[src/rtl/core/mps_pkg.sv]
// ----------------------------------------------------------------------------
// mps_pkg: shared types, constants and helpers for the Mandelbrot pixel shader
// Fixed-point widths, register indexes, channel structs and FSM encodings.
// ----------------------------------------------------------------------------
package mps_pkg;

    localparam int FRAC_BITS   = 28;
    localparam int COORD_BITS  = 12;
    localparam int ITER_BITS   = 12;

    localparam int CFG_W       = 32;
    localparam int STEP_W      = 28;
    localparam int IDX_W       = 3;

    // signed Q4 component width
    localparam int QW          = FRAC_BITS + 4;
    // pixel index times step, and the sum with the origin
    localparam int PROD_W      = COORD_BITS + STEP_W;
    localparam int SUM_W       = PROD_W + 2;
    // full product of two component magnitudes
    localparam int SQ_W        = 2 * QW;
    // working width of the z update: square plus cross term plus c
    localparam int WORK_W      = SQ_W - FRAC_BITS + 3;
    localparam int SAT_IN_W    = ((SUM_W > WORK_W) ? SUM_W : WORK_W) + 1;

    localparam int SHADE_W     = 8;
    localparam int SHADE_BIT_W = $clog2(SHADE_W);
    localparam int NUM_W       = ITER_BITS + SHADE_W;

    localparam int QUEUE_DEPTH = 2;

    localparam logic [WORK_W-1:0] FOUR_Q       = WORK_W'(4) << FRAC_BITS;
    localparam logic [7:0]        ALPHA_OPAQUE = 8'hFF;
    localparam logic [31:0]       OPAQUE_BLACK = 32'hFF00_0000;

    localparam logic [CFG_W-1:0]     RST_LEFT_REAL = 32'hE400_0000;
    localparam logic [CFG_W-1:0]     RST_TOP_IMAG  = 32'hF060_0000;
    localparam logic [STEP_W-1:0]    RST_STEP_REAL = 28'd671088;
    localparam logic [STEP_W-1:0]    RST_STEP_IMAG = 28'd820025;
    localparam logic [ITER_BITS-1:0] RST_MAX_ITERS = 12'd256;

    typedef enum logic [IDX_W-1:0] {
        IDX_LEFT_REAL = 3'd0,
        IDX_TOP_IMAG  = 3'd1,
        IDX_STEP_REAL = 3'd2,
        IDX_STEP_IMAG = 3'd3,
        IDX_MAX_ITERS = 3'd4
    } cfg_idx_t;

    typedef struct packed {
        logic signed [CFG_W-1:0] left_real;
        logic signed [CFG_W-1:0] top_imag;
        logic [STEP_W-1:0]       step_real;
        logic [STEP_W-1:0]       step_imag;
        logic [ITER_BITS-1:0]    max_iters;
    } cfg_t;

    typedef struct packed {
        logic signed [QW-1:0] cr;
        logic signed [QW-1:0] ci;
    } point_t;

    typedef struct packed {
        logic [ITER_BITS-1:0] iter;
        logic                 in_set;
    } esc_t;

    typedef enum logic [1:0] {
        IT_IDLE,
        IT_MUL,
        IT_ADD,
        IT_DONE
    } iter_state_t;

    typedef enum logic [1:0] {
        SH_IDLE,
        SH_DIV,
        SH_OUT
    } shade_state_t;

    // clamp a wide signed value into the Q4 component range
    function automatic logic signed [QW-1:0] sat_q(input logic signed [SAT_IN_W-1:0] v);
        logic [SAT_IN_W-QW:0] hi_bits;
        hi_bits = v[SAT_IN_W-1:QW-1];
        if (hi_bits == '0 || hi_bits == '1) begin
            sat_q = v[QW-1:0];
        end else if (v[SAT_IN_W-1]) begin
            sat_q = {1'b1, {(QW-1){1'b0}}};
        end else begin
            sat_q = {1'b0, {(QW-1){1'b1}}};
        end
    endfunction

endpackage

[src/rtl/core/mps_shade.sv]
// ----------------------------------------------------------------------------
// mps_shade: iteration count to ARGB colour, with output register
// Restoring divide of iter*255 by the limit, one quotient bit per cycle.
// ----------------------------------------------------------------------------
module mps_shade import mps_pkg::*; (
    input  logic                 aclk,
    input  logic                 aresetn,
    input  logic [ITER_BITS-1:0] max_iters,
    input  logic                 res_valid,
    output logic                 res_ready,
    input  esc_t                 res,
    output logic                 m_valid,
    input  logic                 m_ready,
    output logic [31:0]          m_argb_color,
    output logic [ITER_BITS-1:0] m_iter_count,
    output logic                 m_in_set
);

    shade_state_t           state_reg;
    shade_state_t           state_next;
    logic [NUM_W-1:0]       rem_reg;
    logic [SHADE_W-1:0]     quo_reg;
    logic [SHADE_BIT_W-1:0] bit_reg;
    logic [ITER_BITS-1:0]   iter_reg;
    logic                   in_set_reg;
    logic [31:0]            color_reg;

    logic                   take;
    logic [NUM_W-1:0]       trial;
    logic                   fits;
    logic [SHADE_W-1:0]     quo_fin;
    logic [SHADE_W+2:0]     g_sum;

    assign take  = res_valid && res_ready;
    assign trial = NUM_W'(max_iters) << bit_reg;
    assign fits  = rem_reg >= trial;
    assign g_sum = {3'b000, quo_fin} + {1'b0, quo_fin, 2'b00};

    always_comb begin
        quo_fin          = quo_reg;
        quo_fin[bit_reg] = fits;
    end

    assign m_argb_color = color_reg;
    assign m_iter_count = iter_reg;
    assign m_in_set     = in_set_reg;

    always_comb begin
        state_next = state_reg;
        res_ready  = 1'b0;
        m_valid    = 1'b0;
        case (state_reg)
            SH_IDLE: begin
                res_ready = 1'b1;
                if (res_valid) begin
                    state_next = res.in_set ? SH_OUT : SH_DIV;
                end
            end
            SH_DIV: begin
                if (bit_reg == '0) begin
                    state_next = SH_OUT;
                end
            end
            SH_OUT: begin
                m_valid = 1'b1;
                if (m_ready) begin
                    state_next = SH_IDLE;
                end
            end
            default: begin
                state_next = SH_IDLE;
            end
        endcase
    end

    always_ff @(posedge aclk) begin
        if (!aresetn) begin
            state_reg <= SH_IDLE;
        end else begin
            state_reg <= state_next;
        end
    end

    always_ff @(posedge aclk) begin
        if (take) begin
            iter_reg   <= res.iter;
            in_set_reg <= res.in_set;
            rem_reg    <= {res.iter, {SHADE_W{1'b0}}} - NUM_W'(res.iter);
            quo_reg    <= '0;
            bit_reg    <= SHADE_BIT_W'(SHADE_W - 1);
            if (res.in_set) begin
                color_reg <= OPAQUE_BLACK;
            end
        end
        if (state_reg == SH_DIV) begin
            if (fits) begin
                rem_reg <= rem_reg - trial;
            end
            quo_reg <= quo_fin;
            bit_reg <= bit_reg - 1'b1;
            if (bit_reg == '0) begin
                color_reg <= {ALPHA_OPAQUE, quo_fin, g_sum[SHADE_W+2:3], ~quo_fin};
            end
        end
    end

endmodule

[config.mk]
export PLATFORM = sky130hd
export DESIGN_NAME = mps_shade
export DESIGN_NICKNAME = d
export VERILOG_FILES = /design/src/rtl/core/mps_pkg.sv /design/src/rtl/core/mps_shade.sv
export SDC_FILE = /design/constraint.sdc
export NUM_CORES = 1
export LEC_CHECK = 0
export BUFFER_PORTS_ARGS = -buffer_cell sky130_fd_sc_hd__clkbuf_2
export CORE_MARGIN = 10
export CORE_UTILIZATION = 38
export DETAILED_ROUTE_END_ITERATION = 10
export SLEW_MARGIN = 20
export SYNTH_ARGS = -nofsm -noshare
export SYNTH_HDL_FRONTEND = slang
export SYNTH_SLANG_ARGS = --single-unit
[constraint.sdc]
create_clock -name aclk -period 6.2 [get_ports aclk]
set_clock_uncertainty 0.1 [all_clocks]
set_input_delay 1.24 -clock aclk [delete_from_list [all_inputs] [get_ports aclk]]
set_output_delay 1.24 -clock aclk [all_outputs]
set_load 0.05 [all_outputs]
==> flow_summary.json <==
{
  "peakVddDrop_mv": 0.131,
  "layout_setup_ws_ns": 1.18,
  "cp_max_fo": 25,
  "cts_tree": "done",
  "instances_no_fill": 823,
  "die_w_um": 135,
  "clkSinkCount": 78,
  "r2r_slack_ns": 1.18,
  "synthMostInstantiatedCell": "nand2_1",
  "cp.depth": 18,
  "io_pins": 76,
  "crit_arrival_ns": 5.20,
  "fin_setup_tns_ns": 0,
  "cp_cell_sequence": "nor2_1 > nand2_1 > nor2_1 > ha_1 > fa_1 > nand2b_1 > a211oi_1 > o21ai_1 > a211oi_1 > nor2_1 > buf_4 > xor2_1 > ha_1 > or3_1 > a21oi_1 > nor2_1 > a22oi_1 > a22o_1",
  "synth_cells": 578,
  "rsz0062_at_grt": "no",
  "power.density_nw_per_um2": 312,
  "cts_inserted_buffers": 9,
  "path_common_cell": "nor2_1",
  "num-nets-final": 703,
  "grtUsageTotal_pct": 15.1,
  "worstSetupEndpointType": "flip-flop",
  "final_antenna_net_count": 0,
  "drc": 0,
  "setup_viol": 0,
  "post_cts_buffers": 0,
  "antenna_found_initial": 0,
  "ys.flop_type": "dfxtp_1",
  "grt_max_degree": 31,
  "async_reset_ff_share_pct": 0,
  "synthTopCellsByArea": "dfxtp_1 (22%), edfxtp_1 (14%), ha_1 (6.8%), nand2_1 (4.7%), a21oi_1 (4.5%)",
  "syn_to_final_growth_pct": 16.7,
  "dieArea_sq_um": 18100,
  "clock_path_buffers": 2,
  "largest_reg_flops": 32,
  "relSlewSlack_pct": 32.8,
  "synth-seq-cells": 78,
  "grt_pass1_vias": 4359,
  "ys_seq_area_share_pct": 36.1,
  "reg2reg_depth": 18,
  "cts_root_buf": "clkbuf_16",
  "crit_start": "bit_reg[0]$_SDFFCE_PN1P_",
  "syn-num-nets": 635,
  "hold_violations": 0,
  "clk_latency_ns": 0.33,
  "initialDrtViolationCount": 328,
  "initial_core_util_pct": 39.2,
  "critPathTopFamily": "compound AO/OA/AOI/OAI gates",
  "power.leakage_nw": 2.45,
  "synth_top_area_share_pct": 21.7,
  "ys_top_cells_by_count": "nand2_1 (63), dfxtp_1 (54), nor2_1 (54), a21oi_1 (45), o21ai_0 (32)",
  "path_clk_slew_ns": 0.06,
  "whs_ns": 0.342,
  "start_kind": "flip-flop",
  "row_count": 41,
  "n_fill_cell": 1329,
  "core_area_sq_um": 12700,
  "cp-endpoint": "m_argb_color[13]$_DFF_P_",
  "grt_pass1_wl_mm": 22.2,
  "dpl.cell_count": 807,
  "cts.repair.resized": 0,
  "vias": 4414,
  "yosysTopAreaCell": "dfxtp_1",
  "crit_required_ns": 6.38,
  "path_class": "flip-flop to flip-flop",
  "dr.pass1.iters": 5,
  "wl_per_cell_um": 16.5,
  "synth_cell_types": 63,
  "antenna_cells": 0,
  "die_h_um": 135,
  "place_hpwl_mm": 10.2,
  "slew_violations": 0,
  "synth-edff-count": 24,
  "yosysWarningCount": 0,
  "portBuffers": 75,
  "netlist_area_sq_um": 4980,
  "worstMarginPinSlew_ns": 1.00,
  "reg2reg_to": "m_argb_color[13]$_DFF_P_",
  "hp-class": "flip-flop to flip-flop",
  "drv_cap": 0,
  "grt-ovfl-total": 0,
  "dp_slack_ns": 0.954,
  "slowest_delay_ns": 0.97,
  "fin_crit_sh_pct": 81.0,
  "cts_max_level": 3,
  "cpMaxStageDelayCell": "edfxtp_1",
  "worst-path-buf-inv": 1,
  "min_period_ns": 5.02,
  "cts_hold_buf": 0,
  "avgSynthCellArea_sq_um": 8.62,
  "timing.rr.start": "bit_reg[0]$_SDFFCE_PN1P_",
  "via_per_inst": 5.36,
  "fmax_mhz": 199,
  "layout-drive-gt1-share_pct": 18.7,
  "gp_congestion": 0.900,
  "wl_mm": 13.5,
  "status": "complete, no violations"
}
-- cell usage in the layout, fill, tap and decap left out, types with 6 or more instances in the layout --
cell       count
o21a_1         6
inv_1         17
o211ai_1       7
nand2b_1      19
edfxtp_1      24
nor2b_1       10
nand3_1       12
nand2_1       63
o21ai_0       32
xnor2_1       21
ha_1          27
a21oi_1       44
a211oi_1      13
a21o_1        11
buf_4         10
xor2_1        16
clkbuf_2      75
mux2_2         6
dfxtp_1       54
mux2i_1       14
o21ai_1       14
nor2_1        54
nor3_1         9
clkbuf_16      9
a22o_1        12
-- layout make-up --
type	count	area (sq um)	area share (%)
clock buffer	9	225	3.87
inverter	18	67.6	1.16
timing repair buffer	85	450	7.74
clock inverter	7	48.8	0.839
multi-input combinational	454	3010	51.7
tap	172	215	3.70
sequential	78	1800	31.0
-- metrics by stage --
| step | util, % | power, mW | cell area, sq um |
|---|---|---|---|
| 2_1_floorplan | - | 1.16 | 4980 |
| 3_3_place_gp | 43.6 | 1.31 | 5540 |
| 3_5_place_dp | 43.6 | 1.32 | 5540 |
| 4_1_cts | 45.7 | 1.83 | 5820 |
| 5_1_grt | 45.7 | 1.94 | 5820 |
| 6_report | 45.7 | 1.82 | 5820 |
-- cells by family (layout without fill, tap and decap cells) --
kind of cell / after synthesis / after routing / share of synthesized area, %
multiplexers: 24 / 24 / 5.97
buffers and inverters: 46 / 119 / 3.59
adder cells (fa/ha/maj): 29 / 29 / 7.40
XOR/XNOR: 37 / 37 / 6.50
flip-flops: 78 / 78 / 36.1
AND/OR/NAND/NOR: 195 / 195 / 18.6
AO/OA/AOI/OAI: 169 / 169 / 21.8
-- layer usage --
layer | vias up | global-route usage [%] | routed length, um
li1 | 2235 | - | -
met1 | 2061 | 19.3 | 6400
met2 | 98 | 24.6 | 6360
met3 | 20 | 2.89 | 572
met4 | 0 | 5.44 | 212
met5 | - | 0 | 0
-- worst min-delay path by stage --
stage	startpoint	to	slack, ns	cells past startpoint
2_1_floorplan	rem_reg[14]$_DFF_P_	rem_reg[14]$_DFF_P_	0.35	2
3_3_place_gp	m_argb_color[30]$_DFF_P_	m_argb_color[30]$_DFF_P_	0.32	1
3_5_place_dp	m_argb_color[24]$_DFF_P_	m_argb_color[24]$_DFF_P_	0.33	1
4_1_cts	m_argb_color[30]$_DFF_P_	m_argb_color[30]$_DFF_P_	0.35	1
5_1_grt	m_argb_color[29]$_DFF_P_	m_argb_color[29]$_DFF_P_	0.36	1
6_report	m_argb_color[24]$_DFF_P_	m_argb_color[24]$_DFF_P_	0.34	1
-- power by group --
group | switching [mW] | internal (mW)
sequential | 0.0398 | 0.589
combinational | 0.416 | 0.276
clock | 0.222 | 0.273
(Power assumes the default switching activity.)
