<file path="src/rtl/core/mps_pkg.sv">
// ----------------------------------------------------------------------------
// mps_pkg: shared types, constants and helpers for the Mandelbrot pixel shader
// Fixed-point widths, register indexes, channel structs and FSM encodings.
// ----------------------------------------------------------------------------
package mps_pkg;

    localparam int FRAC_BITS   = 28;
    localparam int COORD_BITS  = 12;
    localparam int ITER_BITS   = 12;

    localparam int CFG_W       = 32;
    localparam int STEP_W      = 28;
    localparam int IDX_W       = 3;

    // signed Q4 component width
    localparam int QW          = FRAC_BITS + 4;
    // pixel index times step, and the sum with the origin
    localparam int PROD_W      = COORD_BITS + STEP_W;
    localparam int SUM_W       = PROD_W + 2;
    // full product of two component magnitudes
    localparam int SQ_W        = 2 * QW;
    // working width of the z update: square plus cross term plus c
    localparam int WORK_W      = SQ_W - FRAC_BITS + 3;
    localparam int SAT_IN_W    = ((SUM_W > WORK_W) ? SUM_W : WORK_W) + 1;

    localparam int SHADE_W     = 8;
    localparam int SHADE_BIT_W = $clog2(SHADE_W);
    localparam int NUM_W       = ITER_BITS + SHADE_W;

    localparam int QUEUE_DEPTH = 2;

    localparam logic [WORK_W-1:0] FOUR_Q       = WORK_W'(4) << FRAC_BITS;
    localparam logic [7:0]        ALPHA_OPAQUE = 8'hFF;
    localparam logic [31:0]       OPAQUE_BLACK = 32'hFF00_0000;

    localparam logic [CFG_W-1:0]     RST_LEFT_REAL = 32'hE400_0000;
    localparam logic [CFG_W-1:0]     RST_TOP_IMAG  = 32'hF060_0000;
    localparam logic [STEP_W-1:0]    RST_STEP_REAL = 28'd671088;
    localparam logic [STEP_W-1:0]    RST_STEP_IMAG = 28'd820025;
    localparam logic [ITER_BITS-1:0] RST_MAX_ITERS = 12'd256;

    typedef enum logic [IDX_W-1:0] {
        IDX_LEFT_REAL = 3'd0,
        IDX_TOP_IMAG  = 3'd1,
        IDX_STEP_REAL = 3'd2,
        IDX_STEP_IMAG = 3'd3,
        IDX_MAX_ITERS = 3'd4
    } cfg_idx_t;

    typedef struct packed {
        logic signed [CFG_W-1:0] left_real;
        logic signed [CFG_W-1:0] top_imag;
        logic [STEP_W-1:0]       step_real;
        logic [STEP_W-1:0]       step_imag;
        logic [ITER_BITS-1:0]    max_iters;
    } cfg_t;

    typedef struct packed {
        logic signed [QW-1:0] cr;
        logic signed [QW-1:0] ci;
    } point_t;

    typedef struct packed {
        logic [ITER_BITS-1:0] iter;
        logic                 in_set;
    } esc_t;

    typedef enum logic [1:0] {
        IT_IDLE,
        IT_MUL,
        IT_ADD,
        IT_DONE
    } iter_state_t;

    typedef enum logic [1:0] {
        SH_IDLE,
        SH_DIV,
        SH_OUT
    } shade_state_t;

    // clamp a wide signed value into the Q4 component range
    function automatic logic signed [QW-1:0] sat_q(input logic signed [SAT_IN_W-1:0] v);
        logic [SAT_IN_W-QW:0] hi_bits;
        hi_bits = v[SAT_IN_W-1:QW-1];
        if (hi_bits == '0 || hi_bits == '1) begin
            sat_q = v[QW-1:0];
        end else if (v[SAT_IN_W-1]) begin
            sat_q = {1'b1, {(QW-1){1'b0}}};
        end else begin
            sat_q = {1'b0, {(QW-1){1'b1}}};
        end
    endfunction

endpackage

</file>
<file path="src/rtl/core/mps_front.sv">
// ----------------------------------------------------------------------------
// mps_front: pixel coordinate to complex point
// Two stages: scale the indices by the steps, then add the origin and clamp.
// ----------------------------------------------------------------------------
module mps_front import mps_pkg::*; (
    input  logic                  aclk,
    input  logic                  aresetn,
    input  cfg_t                  cfg,
    input  logic                  s_valid,
    output logic                  s_ready,
    input  logic [COORD_BITS-1:0] s_pixel_col,
    input  logic [COORD_BITS-1:0] s_pixel_row,
    output logic                  pt_valid,
    input  logic                  pt_ready,
    output point_t                pt
);

    logic              v1_reg;
    logic              v2_reg;
    logic [PROD_W-1:0] prod_re_reg;
    logic [PROD_W-1:0] prod_im_reg;
    point_t            pt_reg;

    logic              adv1;
    logic              adv2;
    logic [PROD_W-1:0] prod_re;
    logic [PROD_W-1:0] prod_im;
    logic [SUM_W-1:0]  sum_re;
    logic [SUM_W-1:0]  sum_im;

    assign adv2     = !v2_reg || pt_ready;
    assign adv1     = !v1_reg || adv2;
    assign s_ready  = adv1;
    assign pt_valid = v2_reg;
    assign pt       = pt_reg;

    assign prod_re = PROD_W'(s_pixel_col) * PROD_W'(cfg.step_real);
    assign prod_im = PROD_W'(s_pixel_row) * PROD_W'(cfg.step_imag);

    assign sum_re = {{(SUM_W-CFG_W){cfg.left_real[CFG_W-1]}}, cfg.left_real}
                  + {2'b00, prod_re_reg};
    assign sum_im = {{(SUM_W-CFG_W){cfg.top_imag[CFG_W-1]}}, cfg.top_imag}
                  + {2'b00, prod_im_reg};

    always_ff @(posedge aclk) begin
        if (!aresetn) begin
            v1_reg <= 1'b0;
            v2_reg <= 1'b0;
        end else begin
            if (adv1) begin
                v1_reg <= s_valid;
            end
            if (adv2) begin
                v2_reg <= v1_reg;
            end
        end
    end

    always_ff @(posedge aclk) begin
        if (adv1 && s_valid) begin
            prod_re_reg <= prod_re;
            prod_im_reg <= prod_im;
        end
        if (adv2 && v1_reg) begin
            pt_reg.cr <= sat_q({{(SAT_IN_W-SUM_W){sum_re[SUM_W-1]}}, sum_re});
            pt_reg.ci <= sat_q({{(SAT_IN_W-SUM_W){sum_im[SUM_W-1]}}, sum_im});
        end
    end

endmodule

</file>
<file path="config.mk">
export PLATFORM = sky130hd
export DESIGN_NAME = mps_front
export DESIGN_NICKNAME = d
export VERILOG_FILES = /design/src/rtl/core/mps_pkg.sv /design/src/rtl/core/mps_front.sv
export SDC_FILE = /design/constraint.sdc
export NUM_CORES = 2
export LEC_CHECK = 0
export BUFFER_PORTS_ARGS = -buffer_cell sky130_fd_sc_hd__buf_2
export CAP_MARGIN = 25
export CORE_MARGIN = 8
export CORE_UTILIZATION = 45
export DETAILED_ROUTE_END_ITERATION = 10
export GPL_TIMING_DRIVEN = 0
export PLACE_DENSITY = 0.73
export SETUP_SLACK_MARGIN = 0.3
export SLEW_MARGIN = 20
export SYNTH_ARGS = -nofsm -noshare
export SYNTH_HDL_FRONTEND = slang
export SYNTH_SLANG_ARGS = --single-unit
</file>
<file path="constraint.sdc">
create_clock -name aclk -period 9.4 [get_ports aclk]
set_clock_uncertainty 0.15 [all_clocks]
set_input_delay 1.41 -clock aclk [delete_from_list [all_inputs] [get_ports aclk]]
set_output_delay 1.41 -clock aclk [all_outputs]
set_load 0.01 [all_outputs]
</file>
==> results.py <==
metrics = {
    "yosys": {
        "async_flop_share_pct": 0,
        "synth-xor-area-share_pct": 4.153,
        "ys_types": 78,
        "synthSimpleGateAreaFrac_pct": 15.80,
        "synth_warnings": 0,
        "netlist_instances": 3366,
        "syn_area_um2": 29950,
        "synth_compound_gate_area_share_pct": 10.34,
        "synthMuxAreaShare_pct": 0.07102,
        "syn-num-nets": 4286,
        "synth_top_family_by_area": "adder cells",
        "avgSynthCellArea_um2": 8.897,
        "synth_edf_count": 144,
        "synth_adder_area_share_pct": 44.84,
        "synth_top_flop_cell": "edfxtp_1",
        "synth-seq-cells": 146,
        "synth.yosys.seq_area_share_pct": 14.57,
    },
    "timing": {
        "setup_tns_ns": 0,
        "period_minus_slack_ns": 8.420,
        "worst_pin_slew_ns": 0.8306,
        "clock.fmax_mhz": 118.8,
        "post-route-period-util_pct": 89.57,
        "slew_violations": 0,
        "hold_violations": 0,
        "grt_setup_unrepaired": "false",
        "max_slew_margin_pct": 44.63,
        "setup_violations": 0,
    },
    "final_layout": {
        "drive_gt1_share_pct": 7.465,
        "largest_reg_flops": 64,
        "fin_cells": 4464,
        "syn2layout_area_growth_pct": 8.936,
        "postLayoutCellArea_um2": 32630,
        "nNetsFinal": 4497,
    },
    "global_routing": {
        "grt_pass1_vias": 23954,
        "grt_max_degree": 42,
        "grt_overflow": 0,
        "grt_pass1_wl_mm": 127.5,
        "antenna_found_initial": 20,
        "grt.total_usage_pct": 21.23,
    },
    "cts": {
        "htree_levels": 4,
        "cts_hold_buf": 0,
        "clk_latency_ns": 0.44,
        "clk_pin_slew_worst_paths_ns": 0.06,
        "post_cts_resized": 0,
        "cts_tree": "built",
        "cts_root_buf": "clkbuf_16",
        "post_cts_buffers": 0,
        "cts_buffers": 17,
        "cts_buffer_depth": 2,
        "clock-sinks": 146,
    },
    "worst_setup_path": {
        "reg2regPathDepth": 15,
        "crit_family": "adder cells",
        "cpPeakStageDelay_ns": 0.60,
        "worstPathRequired_ns": 9.52,
        "startpoint_type": "input port",
        "crit_path_end_kind": "flop",
        "cp_slowest_cell": "clkbuf_1",
        "worstSetupPathType": "input port to flop",
        "cp.arrival_ns": 8.54,
        "worst-path-max-fanout": 10,
        "cp.depth": 22,
        "cp_common_cell": "fa_1",
        "worst-path-buf-inv": 5,
        "crit_path_cell_trace": "clkbuf_1, clkbuf_1, nand2_1, fa_1, fa_1, fa_1, inv_1, fa_1, inv_1, fa_1, inv_1, ha_1, a21o_1, or3_1, o211ai_1, o22ai_1, a41oi_1, o21ai_1, a31o_2, a31oi_1, mux2_2, o211ai_1",
    },
    "place": {
        "dpl.hpwl_mm": 67.10,
        "dp_cells": 4422,
        "portBuffers": 189,
        "placed_area_um2": 32050,
        "routabilityCongestion": 0.9225,
    },
    "drt": {
        "drc_errors": 0,
        "ant_nets": 0,
        "drtIter0Drc": 1723,
        "routedWlPerCell_um": 17.78,
        "via_count": 23445,
        "vias_per_cell": 5.252,
        "wirelength_mm": 79.36,
        "firstDrtPassIters": 5,
    },
    "floorplan": {
        "die_w_um": 274.0,
        "fp-row-count": 94,
        "core_area_um2": 65860,
        "die_h_um": 274.0,
        "die_area_um2": 75070,
        "boundaryPins": 226,
        "start_util_pct": 45.47,
    },
    "run": {
        "drv_cap": 0,
    },
    "worst_hold_path": {
        "holdPathStages": 1,
        "hp-class": "flop to flop",
    },
    "power": {
        "p_leak_nw": 15.87,
        "vdd_ir_drop_max_mv": 0.3021,
        "p_total_w": 0.01205,
        "powerDensity_nw_per_um2": 369.3,
    },
    "outcome": {
        "status": "completed",
    },
}
synth_stat cells (all sizes together), types with 5 or more instances:
library cell  number  share of area [%]
nand3             28               0.48
clkbuf           143                1.8
nand4             17               0.36
a41oi              7               0.20
a21o              61                1.5
o211ai            14               0.35
ha               238                9.9
nand2b            20               0.42
xnor2             84                2.5
nor2b             18               0.38
a31o               5               0.15
and3              10               0.21
nand2            582                7.3
o31ai              6               0.17
a21boi             5               0.14
o31a               7               0.20
or3                7               0.15
inv              639                8.0
o21bai            18               0.45
a221o              5               0.17
xor2              58                1.7
and2             200                4.2
edfxtp           144                 14
o21ai             86                1.4
nor4               5               0.13
and4               5               0.15
nor3              25               0.42
nor2              92                1.2
o21a              18               0.45
a211oi            11               0.33
fa               522                 35
buf               21               0.43
a31oi              8               0.17
a21oi            202                3.4
worst register-to-register path, stage by stage (launching register included):
cell and delay [ns]:
edfxtp_1 0.39, ha_1 0.22, inv_1 0.07, fa_1 0.40, nand2b_1 0.19, a21oi_1 0.23
nor4_2 0.11, o31ai_2 0.47, o2111ai_1 0.33, o21ai_0 0.30, a21oi_1 0.11, xor2_1 0.18
nor4_1 0.09, a41oi_1 0.50, clkbuf_1 0.46, a21oi_1 0.09
final timing paths:
check                                    start         endpoint  slack [ns]
worst min-delay path                    v1_reg         pt_valid        0.38
worst min register to register          v1_reg         pt_valid        0.38
worst max-delay path            s_pixel_col[3]  prod_re_reg[38]        0.98
worst max register to register  prod_re_reg[0]           pt[33]        4.84
per-stage QoR:
step / hold slack, ns / utilization (%) / setup WS (ns)
after floorplan: 0.3268 / - / 1.860
after global placement: 0.3433 / 48.55 / 0.5925
after detailed placement: 0.3707 / 48.67 / 0.5714
after CTS: 0.3913 / 49.50 / 1.011
after global routing: 0.4292 / 49.52 / 0.7573
final: 0.3784 / 49.53 / 0.9800
placed cells by master (no fill, tap or decap), types with 84 or more instances in the layout:
| cell type | netlist | layout |
|---|---|---|
| a21oi_1 | 197 | 197 |
| and2_1 | 199 | 198 |
| buf_2 | 3 | 192 |
| clkbuf_1 | 143 | 143 |
| edfxtp_1 | 144 | 144 |
| fa_1 | 522 | 522 |
| ha_1 | 238 | 238 |
| inv_1 | 639 | 639 |
| nand2_1 | 582 | 582 |
| nor2_1 | 92 | 92 |
| xnor2_1 | 84 | 84 |
power breakdown:
group / switching [W] / internal (W)
clock network: 0.000284 / 0.000343
registers: 0.0000763 / 0.00143
logic: 0.00574 / 0.00417
total: 0.00610 / 0.00594
logic make-up (layout without fill, tap and decap cells):
family          count (synthesis)  count (layout)
compound gates                485             485
flops                         146             146
other cells                     0              10
buf+inv                       803            1027
mux                             2               2
fa+ha+maj                     760             760
simple gates                 1028            1028
xor+xnor                      142             142
area by class of cell:
| class | count | area, um2 |
|---|---|---|
| Antenna cell | 10 | 25.02 |
| Fill cell | 6151 | 33240 |
| Buffer | 164 | 664.4 |
| Sequential cell | 146 | 4364 |
| Timing Repair Buffer | 192 | 1013 |
| Clock buffer | 17 | 425.4 |
| Inverter | 639 | 2399 |
| Multi-Input combinational cell | 2417 | 22530 |
| Tap cell | 864 | 1081 |
| Clock inverter | 15 | 121.4 |
routing by layer:
layer	track usage, %	up-vias	part of all wire [%]
li1	-	10969	-
met1	29.53	11385	44
met2	32.93	920	44
met3	4.547	153	8.5
met4	6.836	18	3.2
met5	0	-	0.14
Note: power is estimated with default switching activity, not from simulation.
