--- config.mk ---
export PLATFORM = sky130hd
export DESIGN_NAME = mps_queue
export DESIGN_NICKNAME = d
export VERILOG_FILES = /design/src/rtl/core/mps_pkg.sv /design/src/rtl/core/mps_queue.sv
export SDC_FILE = /design/constraint.sdc
export NUM_CORES = 1
export LEC_CHECK = 0
export BUFFER_PORTS_ARGS = -buffer_cell sky130_fd_sc_hd__buf_2
export CAP_MARGIN = 30
export CELL_PAD_IN_SITES_DETAIL_PLACEMENT = 1
export CELL_PAD_IN_SITES_GLOBAL_PLACEMENT = 2
export CORE_ASPECT_RATIO = 0.75
export CORE_MARGIN = 2
export CORE_UTILIZATION = 34
export CTS_CLUSTER_DIAMETER = 30
export DETAILED_ROUTE_END_ITERATION = 6
export HOLD_SLACK_MARGIN = 0.12
export PLACE_DENSITY_LB_ADDON = 0.1
export SLEW_MARGIN = 20
export SYNTH_ARGS = -nofsm -noshare
export SYNTH_HDL_FRONTEND = slang
export SYNTH_SLANG_ARGS = --single-unit
--- constraint.sdc ---
create_clock -name aclk -period 2.3 [get_ports aclk]
set_input_delay 0.23 -clock aclk [delete_from_list [all_inputs] [get_ports aclk]]
set_output_delay 0.23 -clock aclk [all_outputs]
set_load 0.03 [all_outputs]
--- src/rtl/core/mps_pkg.sv ---
// ----------------------------------------------------------------------------
// mps_pkg: shared types, constants and helpers for the Mandelbrot pixel shader
// Fixed-point widths, register indexes, channel structs and FSM encodings.
// ----------------------------------------------------------------------------
package mps_pkg;

    localparam int FRAC_BITS   = 28;
    localparam int COORD_BITS  = 12;
    localparam int ITER_BITS   = 12;

    localparam int CFG_W       = 32;
    localparam int STEP_W      = 28;
    localparam int IDX_W       = 3;

    // signed Q4 component width
    localparam int QW          = FRAC_BITS + 4;
    // pixel index times step, and the sum with the origin
    localparam int PROD_W      = COORD_BITS + STEP_W;
    localparam int SUM_W       = PROD_W + 2;
    // full product of two component magnitudes
    localparam int SQ_W        = 2 * QW;
    // working width of the z update: square plus cross term plus c
    localparam int WORK_W      = SQ_W - FRAC_BITS + 3;
    localparam int SAT_IN_W    = ((SUM_W > WORK_W) ? SUM_W : WORK_W) + 1;

    localparam int SHADE_W     = 8;
    localparam int SHADE_BIT_W = $clog2(SHADE_W);
    localparam int NUM_W       = ITER_BITS + SHADE_W;

    localparam int QUEUE_DEPTH = 2;

    localparam logic [WORK_W-1:0] FOUR_Q       = WORK_W'(4) << FRAC_BITS;
    localparam logic [7:0]        ALPHA_OPAQUE = 8'hFF;
    localparam logic [31:0]       OPAQUE_BLACK = 32'hFF00_0000;

    localparam logic [CFG_W-1:0]     RST_LEFT_REAL = 32'hE400_0000;
    localparam logic [CFG_W-1:0]     RST_TOP_IMAG  = 32'hF060_0000;
    localparam logic [STEP_W-1:0]    RST_STEP_REAL = 28'd671088;
    localparam logic [STEP_W-1:0]    RST_STEP_IMAG = 28'd820025;
    localparam logic [ITER_BITS-1:0] RST_MAX_ITERS = 12'd256;

    typedef enum logic [IDX_W-1:0] {
        IDX_LEFT_REAL = 3'd0,
        IDX_TOP_IMAG  = 3'd1,
        IDX_STEP_REAL = 3'd2,
        IDX_STEP_IMAG = 3'd3,
        IDX_MAX_ITERS = 3'd4
    } cfg_idx_t;

    typedef struct packed {
        logic signed [CFG_W-1:0] left_real;
        logic signed [CFG_W-1:0] top_imag;
        logic [STEP_W-1:0]       step_real;
        logic [STEP_W-1:0]       step_imag;
        logic [ITER_BITS-1:0]    max_iters;
    } cfg_t;

    typedef struct packed {
        logic signed [QW-1:0] cr;
        logic signed [QW-1:0] ci;
    } point_t;

    typedef struct packed {
        logic [ITER_BITS-1:0] iter;
        logic                 in_set;
    } esc_t;

    typedef enum logic [1:0] {
        IT_IDLE,
        IT_MUL,
        IT_ADD,
        IT_DONE
    } iter_state_t;

    typedef enum logic [1:0] {
        SH_IDLE,
        SH_DIV,
        SH_OUT
    } shade_state_t;

    // clamp a wide signed value into the Q4 component range
    function automatic logic signed [QW-1:0] sat_q(input logic signed [SAT_IN_W-1:0] v);
        logic [SAT_IN_W-QW:0] hi_bits;
        hi_bits = v[SAT_IN_W-1:QW-1];
        if (hi_bits == '0 || hi_bits == '1) begin
            sat_q = v[QW-1:0];
        end else if (v[SAT_IN_W-1]) begin
            sat_q = {1'b1, {(QW-1){1'b0}}};
        end else begin
            sat_q = {1'b0, {(QW-1){1'b1}}};
        end
    endfunction

endpackage

--- src/rtl/core/mps_queue.sv ---
// ----------------------------------------------------------------------------
// mps_queue: short point queue between front and back
// Lets the coordinate front run ahead while the iteration engine is busy.
// ----------------------------------------------------------------------------
module mps_queue import mps_pkg::*; (
    input  logic   aclk,
    input  logic   aresetn,
    input  logic   wr_valid,
    output logic   wr_ready,
    input  point_t wr_data,
    output logic   rd_valid,
    input  logic   rd_ready,
    output point_t rd_data
);

    localparam int PTR_W = $clog2(QUEUE_DEPTH);
    localparam int CNT_W = $clog2(QUEUE_DEPTH + 1);

    point_t           mem_reg [QUEUE_DEPTH];
    logic [PTR_W-1:0] wr_ptr_reg;
    logic [PTR_W-1:0] rd_ptr_reg;
    logic [CNT_W-1:0] count_reg;
    logic             push;
    logic             pop;

    assign wr_ready = count_reg != CNT_W'(QUEUE_DEPTH);
    assign rd_valid = count_reg != '0;
    assign rd_data  = mem_reg[rd_ptr_reg];
    assign push     = wr_valid && wr_ready;
    assign pop      = rd_valid && rd_ready;

    always_ff @(posedge aclk) begin
        if (!aresetn) begin
            wr_ptr_reg <= '0;
            rd_ptr_reg <= '0;
            count_reg  <= '0;
        end else begin
            if (push) begin
                wr_ptr_reg <= (wr_ptr_reg == PTR_W'(QUEUE_DEPTH - 1)) ? '0 : wr_ptr_reg + 1'b1;
            end
            if (pop) begin
                rd_ptr_reg <= (rd_ptr_reg == PTR_W'(QUEUE_DEPTH - 1)) ? '0 : rd_ptr_reg + 1'b1;
            end
            if (push && !pop) begin
                count_reg <= count_reg + 1'b1;
            end else if (pop && !push) begin
                count_reg <= count_reg - 1'b1;
            end
        end
    end

    always_ff @(posedge aclk) begin
        if (push) begin
            mem_reg[wr_ptr_reg] <= wr_data;
        end
    end

endmodule

==> metrics.txt, run 1 <==
status finished clean; P&R area growth vs syn 47.2%; Yosys warning total 0; most common cell after layout, fill and taps aside buf_2; core area 13800 µm²; hold crit path type in2reg; iteration count of the initial detailed-routing pass 4; peak supply drop 0.674 mV; max-slew violations 0; CP max FO 45; flop-to-flop setup slack 0.51 ns; # diodes 0; min Tclk post-route 1.85 ns; RSZ-0062 raised after global routing no; post-synthesis sequential area ratio 0.812; Clock Latency Late Sink 0.41 ns; Cell Count, Final, Fillers Out 628; slowest CP cell mux2_2; Setup TNS 0 ns; Leakage 2.71 nW; Cells on Worst Hold Path 3; # IOs 134; final antenna-violating net count 0; Pwr Density 1200 nW/µm²; Hold Vio Cnt, Final 0; Worst path max stage delay 0.39 ns; Fmax 541 MHz; starting density of the core 0.351; Seq cells post-synth 133; Final Skew 0.00657 ns; DR vias/cell 4.51; total gr overflow 0; Setup Fix Bufs, Post-CTS 0; Mapped Cells 223; cts repair resizes 0; Worst Hold End wr_ptr_reg$_SDFFE_PN0P_; WL per Instance 16.2 µm; FF+latch area 3950 µm²; die width 142 µm; R2R cell count 4; Routed WL 10200 µm; CTS sink cnt 133; # DRC 0; Top Family by Delay on Critical Path buffers and inverters; initial drt markers 72; vias in the first global route 3111; crit share post-route 0.804; via count 2834; total CTS buffers 17; GRT Util Overall 0.143; type of element capturing the critical path primary output; CTS Hold Buffers Added 65; Die Height 108 µm; synthesized area 4860 µm²; DP HPWL 6140 µm; footprint of the multi-input gates 861 µm²; fraction of layout cells with a size suffix above 1 0.532; WS Path Type reg2out; Final nets 509; Data arrival, critical path 1.62 ns; first-pass GRT wire length 16200 µm; most frequent cells in the layout buf_2, edfxtp_1, dlygate4sd3_1, mux2_2, clkbuf_16; CP bufs+invs 2; largest net degree at the start of global routing 46; CTS max path bufs 2; setup violators final 0; max_slew headroom 0.622; crit-path cells buf_12 -> mux2_2 -> buf_2; total chip power 8.59 mW; max FFs per register 128; initial antenna violation count 0; number of levels in the clock H-tree 4; launching point of the worst reg2reg path count_reg[0]$_SDFFE_PN0P_; maxcap violations 0; Cells after DPL 531; Worst Path Required 2.07 ns; CTS clk-pin slew, worst paths 0.06 ns; IO buf count 133; startpoint types register; syn_area_per_cell 21.8 µm²; min-delay src wr_valid; CTS Root Cell clkbuf_16; worst reg2reg endpoint mem_reg[0][54]$_DFFE_PP_; number of stages on the worst setup path 3; Slew @ Worst Pin 0.566 ns; routability cong. 0.678; net count after synthesis 292; row count 37; post-synthesis cell type count 20; Fillers 1297; DIE AREA 15300 µm²; CTS tree yes
-- cell usage after synthesis --
master / n / share of area
a21bo_2: 1 / 0.0021
a21boi_0: 1 / 0.0015
a21boi_1: 1 / 0.0015
and2_1: 4 / 0.0052
and3_1: 1 / 0.0013
buf_2: 1 / 0.0010
buf_4: 6 / 0.0093
dfxtp_1: 5 / 0.021
edfxtp_1: 128 / 0.79
ha_1: 1 / 0.0026
inv_1: 1 / 0.00077
mux2_2: 64 / 0.15
nand2b_4: 1 / 0.0028
nand3b_1: 1 / 0.0015
o21ai_0: 1 / 0.0010
o21ai_1: 1 / 0.0010
or2_2: 1 / 0.0013
or3_1: 1 / 0.0013
xnor2_1: 2 / 0.0036
xor2_1: 1 / 0.0018
-- worst max path at each step --
stage                              startpoint                       end  slack (ns)
global route        count_reg[0]$_SDFFE_PN0P_  mem_reg[0][63]$_DFFE_PP_        0.33
detailed placement  count_reg[0]$_SDFFE_PN0P_  mem_reg[0][37]$_DFFE_PP_        0.43
CTS                                  register               rd_data[41]        0.42
floorplan           count_reg[0]$_SDFFE_PN0P_   mem_reg[0][0]$_DFFE_PP_        0.28
finish                               register               rd_data[33]        0.45
global placement    count_reg[0]$_SDFFE_PN0P_  mem_reg[0][37]$_DFFE_PP_        0.50
-- power by group --
part | total, mW | internal (mW) | switching [mW]
logic | 2.36 | 0.895 | 1.46
clock network | 3.12 | 2.14 | 0.980
registers | 3.11 | 3.03 | 0.0841
total | 8.59 | 6.06 | 2.53
-- logic make-up (layout without fill, tap and decap cells) --
kind of cell	count (synthesis)	in the layout	synth area share
fa+ha+maj	1	1	0.00258
compound gates	5	5	0.00721
xor+xnor	3	3	0.00541
buf+inv	8	238	0.0111
simple gates	9	9	0.0134
mux	64	64	0.148
flops	133	133	0.812
-- tightest hold or removal path: cells and delay by family --
family	cells	cell delay [ns]
AOI/OAI and AO/OA	2	0.18
buffers and inverters	1	0.11
-- layout make-up --
cell class,instances,share of cell area
clock buffers,18,0.0600
repair buffers,205,0.200
well taps,175,0.0306
inverters,1,0.00105
multi-input cells,82,0.120
clock inverters,14,0.0357
flip-flops and latches,133,0.552
-- stage by stage --
stage / hold WS, ns / setup WS, ns / cell area, µm² / util
2_1_floorplan: 0.329 / 0.279 / 4860 / -
3_3_place_gp: 0.420 / 0.504 / 5810 / 0.420
3_5_place_dp: 0.422 / 0.433 / 5810 / 0.420
4_1_cts: 0.154 / 0.418 / 7150 / 0.516
5_1_grt: 0.194 / 0.335 / 7150 / 0.516
6_report: 0.174 / 0.451 / 7150 / 0.516
-- metal layers --
metal  track usage  up-vias  share of wire
met5             0        -              0
met1         0.172     1404           0.44
met4        0.0600        0          0.016
met3        0.0565       13          0.073
li1              -     1318              -
met2         0.231       99           0.47
Power figures use the tool's default switching activity.
==> run 2, diff against run 1 <==
==> constraint.sdc (replaced) <==
create_clock -name aclk -period 1.7 [get_ports aclk]
set_input_delay 0.17 -clock aclk [delete_from_list [all_inputs] [get_ports aclk]]
set_output_delay 0.17 -clock aclk [all_outputs]
set_load 0.03 [all_outputs]
==> run 2 against run 1 <==
Effect of this change:
- the flow now finishes with violations (setup timing)
- worst hold slack better by 0.096 ns
- die area unchanged
- critical path depth unchanged
- core utilization rose by 1.4 points
- via count decreased by 0.92%
- clock skew rose by 0.0077 ns
- first-iteration DRC count is 11% higher
- cell area is 2.7% higher
- global-route usage is 0.66 points lower
==> metrics.txt, run 2 (synthesis gave the netlist of run 1 again) <==
total CTS buffers 17 (unchanged); startpoint types register; Worst Hold End rd_ptr_reg$_SDFFE_PN0P_; launching point of the worst reg2reg path count_reg[1]$_SDFFE_PN0P_; iteration count of the initial detailed-routing pass 4 (unchanged); CTS max path bufs 2 (unchanged); CTS Root Cell clkbuf_16; initial antenna violation count 0 (unchanged); largest net degree at the start of global routing 39 (-15%); Worst Path Required 1.53 ns (-0.54 ns); max-slew violations 0 (unchanged); type of element capturing the critical path primary output; CTS clk-pin slew, worst paths 0.05 ns (about the same); total gr overflow 0 (unchanged); via count 2808 (-0.92%); Data arrival, critical path 1.56 ns (-0.06 ns); RSZ-0062 raised after global routing yes; Leakage 2.79 nW (+3.1%); first-pass GRT wire length 15400 µm (-4.4%); max FFs per register 128 (unchanged); peak supply drop 0.753 mV (+12%); DP HPWL 6350 µm (+3.4%); Hold Vio Cnt, Final 0 (unchanged); CTS tree yes; WS Path Type reg2out; DR vias/cell 4.46 (-1.2%); Setup Fix Bufs, Post-CTS 0 (unchanged); R2R cell count 5 (+1); Clock Latency Late Sink 0.41 ns (about the same); fraction of layout cells with a size suffix above 1 0.534 (+0.00206); Final nets 511 (+0.39%); Fmax 578 MHz; violated checks setup timing; starting density of the core 0.351 (unchanged); Final Skew 0.0143 ns (+0.00772 ns); # IOs 134 (unchanged); CTS sink cnt 133 (unchanged); most frequent cells in the layout edfxtp_1, buf_2, dlygate4sd3_1, mux2_2, buf_6; min-delay src rd_ready; flop-to-flop setup slack 0.16 ns (-0.35 ns); worst setup slack after layout -0.0308 ns (-0.481 ns); CP max FO 18 (-60%); IO buf count 133 (unchanged); Cells on Worst Hold Path 4 (+1); # DRC 0 (unchanged); die width 142 µm (unchanged); crit share post-route 1.02; min Tclk post-route 1.73 ns; maxcap violations 0 (unchanged); DIE AREA 15300 µm² (unchanged); WL per Instance 16.3 µm (+0.37%); row count 37 (unchanged); Fillers 1320 (+1.8%); Final Core Density 0.531 (+0.0141); final antenna-violating net count 0 (unchanged); Slew @ Worst Pin 0.230 ns (-0.336 ns); Pwr Density 1580 nW/µm² (+31%); GRT Util Overall 0.137 (-0.00658); vias in the first global route 3000 (-3.6%); Die Height 108 µm (unchanged); number of levels in the clock H-tree 4 (unchanged); most common cell after layout, fill and taps aside edfxtp_1; # diodes 0 (unchanged); Routed WL 10200 µm (+0.69%); total chip power 11.6 mW (+35%); P&R area growth vs syn 51.2%; core area 13800 µm² (unchanged); worst reg2reg endpoint count_reg[1]$_SDFFE_PN0P_; status finished with violations; setup violators final 18 (+18); hold crit path type in2reg; initial drt markers 80 (+11%); routability cong. 0.702 (+3.5%); max_slew headroom 0.846 (+0.224)
==> run 2: cell count changes in the layout (fill, tap and decap cells not counted), moves of 2 or more <==
cell	before	now
buf_4	2	14
buf_6	0	20
buf_2	133	99
buf_8	0	2
mux2_2	64	51
clkinv_2	4	0
mux2_4	0	13
bufinv_16	7	3
clkinv_4	1	3
inv_6	1	6
==> run 2: cell type report <==
type,instances,area (µm²),area share
clock inverter,15,191,0.0261
sequential,133,3950,0.538
timing repair buffer,207,1640,0.224
inverter,1,7.51,0.00102
tap,175,219,0.0298
clock buffer,17,425,0.0579
multi-input combinational,82,910,0.124
==> run 2: worst max path at each step <==
stage | startpoint | to | slack, ns | cells after the start
floorplan | count_reg[0]$_SDFFE_PN0P_ | mem_reg[0][0]$_DFFE_PP_ | -0.31 | 3
global placement | count_reg[0]$_SDFFE_PN0P_ | count_reg[1]$_SDFFE_PN0P_ | 0.20 | 5
detailed placement | count_reg[1]$_SDFFE_PN0P_ | count_reg[1]$_SDFFE_PN0P_ | 0.15 | 5
CTS | register | rd_data[35] | -0.07 | 3
global route | register | rd_data[35] | -0.08 | 3
finish | register | rd_data[35] | -0.03 | 3
==> run 2: report_power, final <==
part | internal [mW] | switching [mW]
logic | 1.56 | 2.02
registers | 4.10 | 0.140
clock network | 2.35 | 1.43
==> run 2: metrics by stage <==
step | instances | setup slack (ns) | cell area, µm² | setup TNS [ns] | hold WS, ns
floorplan | 223 | -0.305 | 4860 | -29.28 | 0.269
global placement | 531 | 0.196 | 5810 | 0 | 0.357
detailed placement | 531 | 0.154 | 5810 | 0 | 0.362
CTS | 629 | -0.0730 | 7180 | -3.18 | 0.262
global route | 630 | -0.0834 | 7340 | -3.39 | 0.299
finish | 630 | -0.0308 | 7340 | -0.219 | 0.270
==> run 2: what timing repair did <==
item / CTS / global route
hold buffers: 66 / 0
hold endpoints to repair: 133 / 0
pin swaps: 0 / 0
gates resized for setup: 34 / 38
cloned: 0 / 1
setup endpoints to repair: 64 / 64
==> run 2: critical path: stages, from the launching register on <==
cell and delay (ns):
dfxtp_4 0.41, buf_12 0.18, mux2_2 0.36, buf_2 0.18
==> run 2: metal layers <==
layer	track usage	part of all wire	vias to the layer above
met5	0	0	-
met4	0.0557	0.0085	0
met3	0.0569	0.068	9
met2	0.225	0.50	94
met1	0.159	0.43	1380
li1	-	-	1325
==> run 3, diff against run 2 <==
--- a/config.mk
+++ b/config.mk
@@ -5,13 +5,14 @@
 export SDC_FILE = /design/constraint.sdc
 export NUM_CORES = 1
 export LEC_CHECK = 0
+export ABC_AREA = 1
 export BUFFER_PORTS_ARGS = -buffer_cell sky130_fd_sc_hd__buf_2
 export CAP_MARGIN = 30
 export CELL_PAD_IN_SITES_DETAIL_PLACEMENT = 1
 export CELL_PAD_IN_SITES_GLOBAL_PLACEMENT = 2
 export CORE_ASPECT_RATIO = 0.75
 export CORE_MARGIN = 2
-export CORE_UTILIZATION = 34
+export CORE_UTILIZATION = 35
 export CTS_CLUSTER_DIAMETER = 30
 export DETAILED_ROUTE_END_ITERATION = 6
 export HOLD_SLACK_MARGIN = 0.12
==> run 3 against run 2 <==
Effect of this change:
- the flow still finishes with violations (setup timing)
- register-to-register slack improved by 0.14 ns
- non-clock buffer count increased by 9
- core utilization increased by 1.1 points
- power is 1.5% higher
- clock skew is 0.0093 ns lower
- critical endpoint is now rd_data[14]
- via count increased by 3.7%
- sequential cell count unchanged
- combinational power grew 16%
- cell count grew 7.1%
- critical path depth stayed put
- setup slack got worse by 0.020 ns
- first-iteration DRC count grew 30%
==> metrics.txt, run 3 <==
status finished with violations; violated checks setup timing; Leakage 3.10 nW (+11%); dpl ws 0.279 ns (+0.126 ns); post-synthesis simple-gate area fraction 0.0145 (+0.00115); Seq cells post-synth 133 (unchanged); Pwr Density 1500 nW/µm² (-4.8%); net count after synthesis 305 (+4.5%); Routed WL 11300 µm (+11%); type of element capturing the critical path primary output; P&R area growth vs syn 51.7%; max-slew violations 0 (unchanged); starting density of the core 0.357 (+0.00618); peak supply drop 0.813 mV (+8.0%); Net Sw Frac 0.296 (-0.0141); XOR/XNOR share of the synthesized area 0 (-0.00541); CTS Root Cell clkbuf_16; Post-Synth Adder-Cell Area 0.00242 (-0.000152); switching power 3.48 mW (-3.1%); worst setup slack after layout -0.0511 ns (-0.0202 ns); Worst Path Required 1.53 ns (about the same); Yosys top cell area share 0.745 (-0.0466); Int Pwr 8.30 mW (+3.6%); IO buf count 133 (unchanged); post-synthesis cell type count 15 (-25%); Synth area leaders edfxtp_1, mux2_4, buf_12, dfxtp_1, mux2_2; CP max FO 7 (-11); maxcap violations 0 (unchanged); min Tclk post-route 1.75 ns (+0.0202 ns); max FFs per register 128 (unchanged); Clock Latency Late Sink 0.41 ns (about the same); Die Height 109 µm (+1.5%); die width 144 µm (+1.6%); GR Layer Usage met2 0.252 (+0.0271); CTS sink cnt 133 (unchanged); WS Path Type reg2out; iteration count of the initial detailed-routing pass 4 (unchanged); Final nets 533 (+4.3%); largest net degree at the start of global routing 40 (+2.6%); first-pass GRT wire length 16900 µm (+9.7%); vias in the first global route 3225 (+7.5%); met1 usage 0.180 (+0.0214); Synth area leader edfxtp_1; main combinational cell family by area after synthesis multiplexers; fraction of layout cells with a size suffix above 1 0.509 (-0.0246); syn_area_per_cell 21.9 µm² (+0.41%); Async SR Flop Fraction 0 (unchanged); Clock Power Share 0.282 (-0.043); Yosys warning total 0 (unchanged); Main synth FF type edfxtp_1; # DRC 0 (unchanged); initial drt markers 104 (+30%); RSZ-0062 raised after global routing yes; Fmax 571 MHz (-1.2%); most common cell after layout, fill and taps aside edfxtp_1; initial antenna violation count 0 (unchanged); WL per Instance 16.8 µm (+3.1%); startpoint types register; routability cong. 0.699 (-0.38%); hold crit path type in2reg; Flop pwr share 0.366 (about the same); Commonest cells post-synth edfxtp_1, mux2_4, nand2_1, inv_1, nor2_1; synthesized area 5160 µm² (+6.3%); logic gate share of total power 0.352 (+0.043); GRT Util Overall 0.150 (+0.0134); crit share post-route 1.03 (+0.0119); most frequent cells in the layout edfxtp_1, buf_2, dlygate4sd3_1, mux2_4, buf_6; Slew @ Worst Pin 0.357 ns (+0.127 ns); DP HPWL 6520 µm (+2.6%); total CTS buffers 17 (unchanged); CTS clk-pin slew, worst paths 0.05 ns (about the same); post-synthesis sequential area ratio 0.764 (-0.0478); number of levels in the clock H-tree 4 (unchanged); CTS tree yes; top-count cell post-synth edfxtp_1; # diodes 0 (unchanged); setup violators final 46 (+28); Data arrival, critical path 1.58 ns (+0.02 ns); DR vias/cell 4.32 (-3.2%); post-synthesis compound-gate area fraction 0.00436 (-0.00285); most used routing layer met2; total gr overflow 0 (unchanged); Hold Vio Cnt, Final 0 (unchanged); mux share of post-synthesis cell area 0.183 (+0.0349); # IOs 134 (unchanged); core area 14500 µm² (+4.4%); Final Skew 0.00498 ns (-0.00931 ns); Mapped Cells 236 (+5.8%); final antenna-violating net count 0 (unchanged); grt met3 use 0.0518 (-0.00512); max_slew headroom 0.762 (-0.0834); Setup TNS -0.778 ns (-0.559 ns); DIE AREA 15700 µm² (+3.1%); CTS max path bufs 2 (unchanged); via count 2913 (+3.7%); Post-synth EDFFs 128 (unchanged); row count 38 (+2.7%)
run 3: cell families after synthesis:
kind of cell	count (synthesis)
simple gates	19
buf+inv	15
mux	64
compound gates	4
flops	133
fa+ha+maj	1
run 3: power by group through the flow:
stage	combinational (mW)	clock [mW]	sequential [mW]
floorplan	2.49	0	4.32
global placement	3.17	0	4.36
detailed placement	3.18	0	4.38
CTS	4.10	3.41	4.31
global route	4.40	3.54	4.35
finish	4.15	3.32	4.31
run 3: final timing paths:
kind	from	endpoint	slack [ns]	cells after the start
min reg2reg	rd_ptr_reg$_SDFFE_PN0P_	register	0.52	2
max reg2reg	count_reg[0]$_SDFFE_PN0P_	mem_reg[0][12]$_DFFE_PP_	0.30	5
min	wr_valid	wr_ptr_reg$_SDFFE_PN0P_	0.17	4
max	register	rd_data[14]	-0.05	3
run 3: area by class of cell:
type                            count  area (µm²)
Inverter                            8        30.0
Timing Repair Buffer              216        1980
Clock buffer                       21         440
Tap cell                          200         250
Clock inverter                      9        87.6
Multi-Input combinational cell     88        1090
Sequential cell                   133        3950
Fill cell                        1353        6630
run 3: routing by layer:
layer	part of all wire	up-vias
met5	0	-
met4	0.012	0
met3	0.061	12
met2	0.51	90
met1	0.42	1439
li1	-	1372
run 3: critical path, stage by stage, from the launching register on:
cell	delay, ns
dfxtp_4	0.40
bufbuf_16	0.30
mux2_4	0.30
buf_4	0.17
run 3: timing repair:
action                                  4_1_cts  5_1_grt
hold endpoints to repair                    133        0
hold buffers                                 65        0
gates resized for setup                     103       18
buffers inserted                              6        0
gates cloned                                  4        2
endpoints found under the setup margin       59       61
run 3: per-stage QoR:
step | std cells | power [mW] | util | instance area [µm²] | hold WS, ns
after floorplan | 236 | 6.81 | - | 5190 | 0.269
after global placement | 569 | 7.53 | 0.421 | 6080 | 0.357
after detailed placement | 569 | 7.57 | 0.421 | 6080 | 0.362
after CTS | 674 | 11.8 | 0.535 | 7740 | 0.153
after global routing | 675 | 12.3 | 0.542 | 7830 | 0.198
final | 675 | 11.8 | 0.542 | 7830 | 0.170
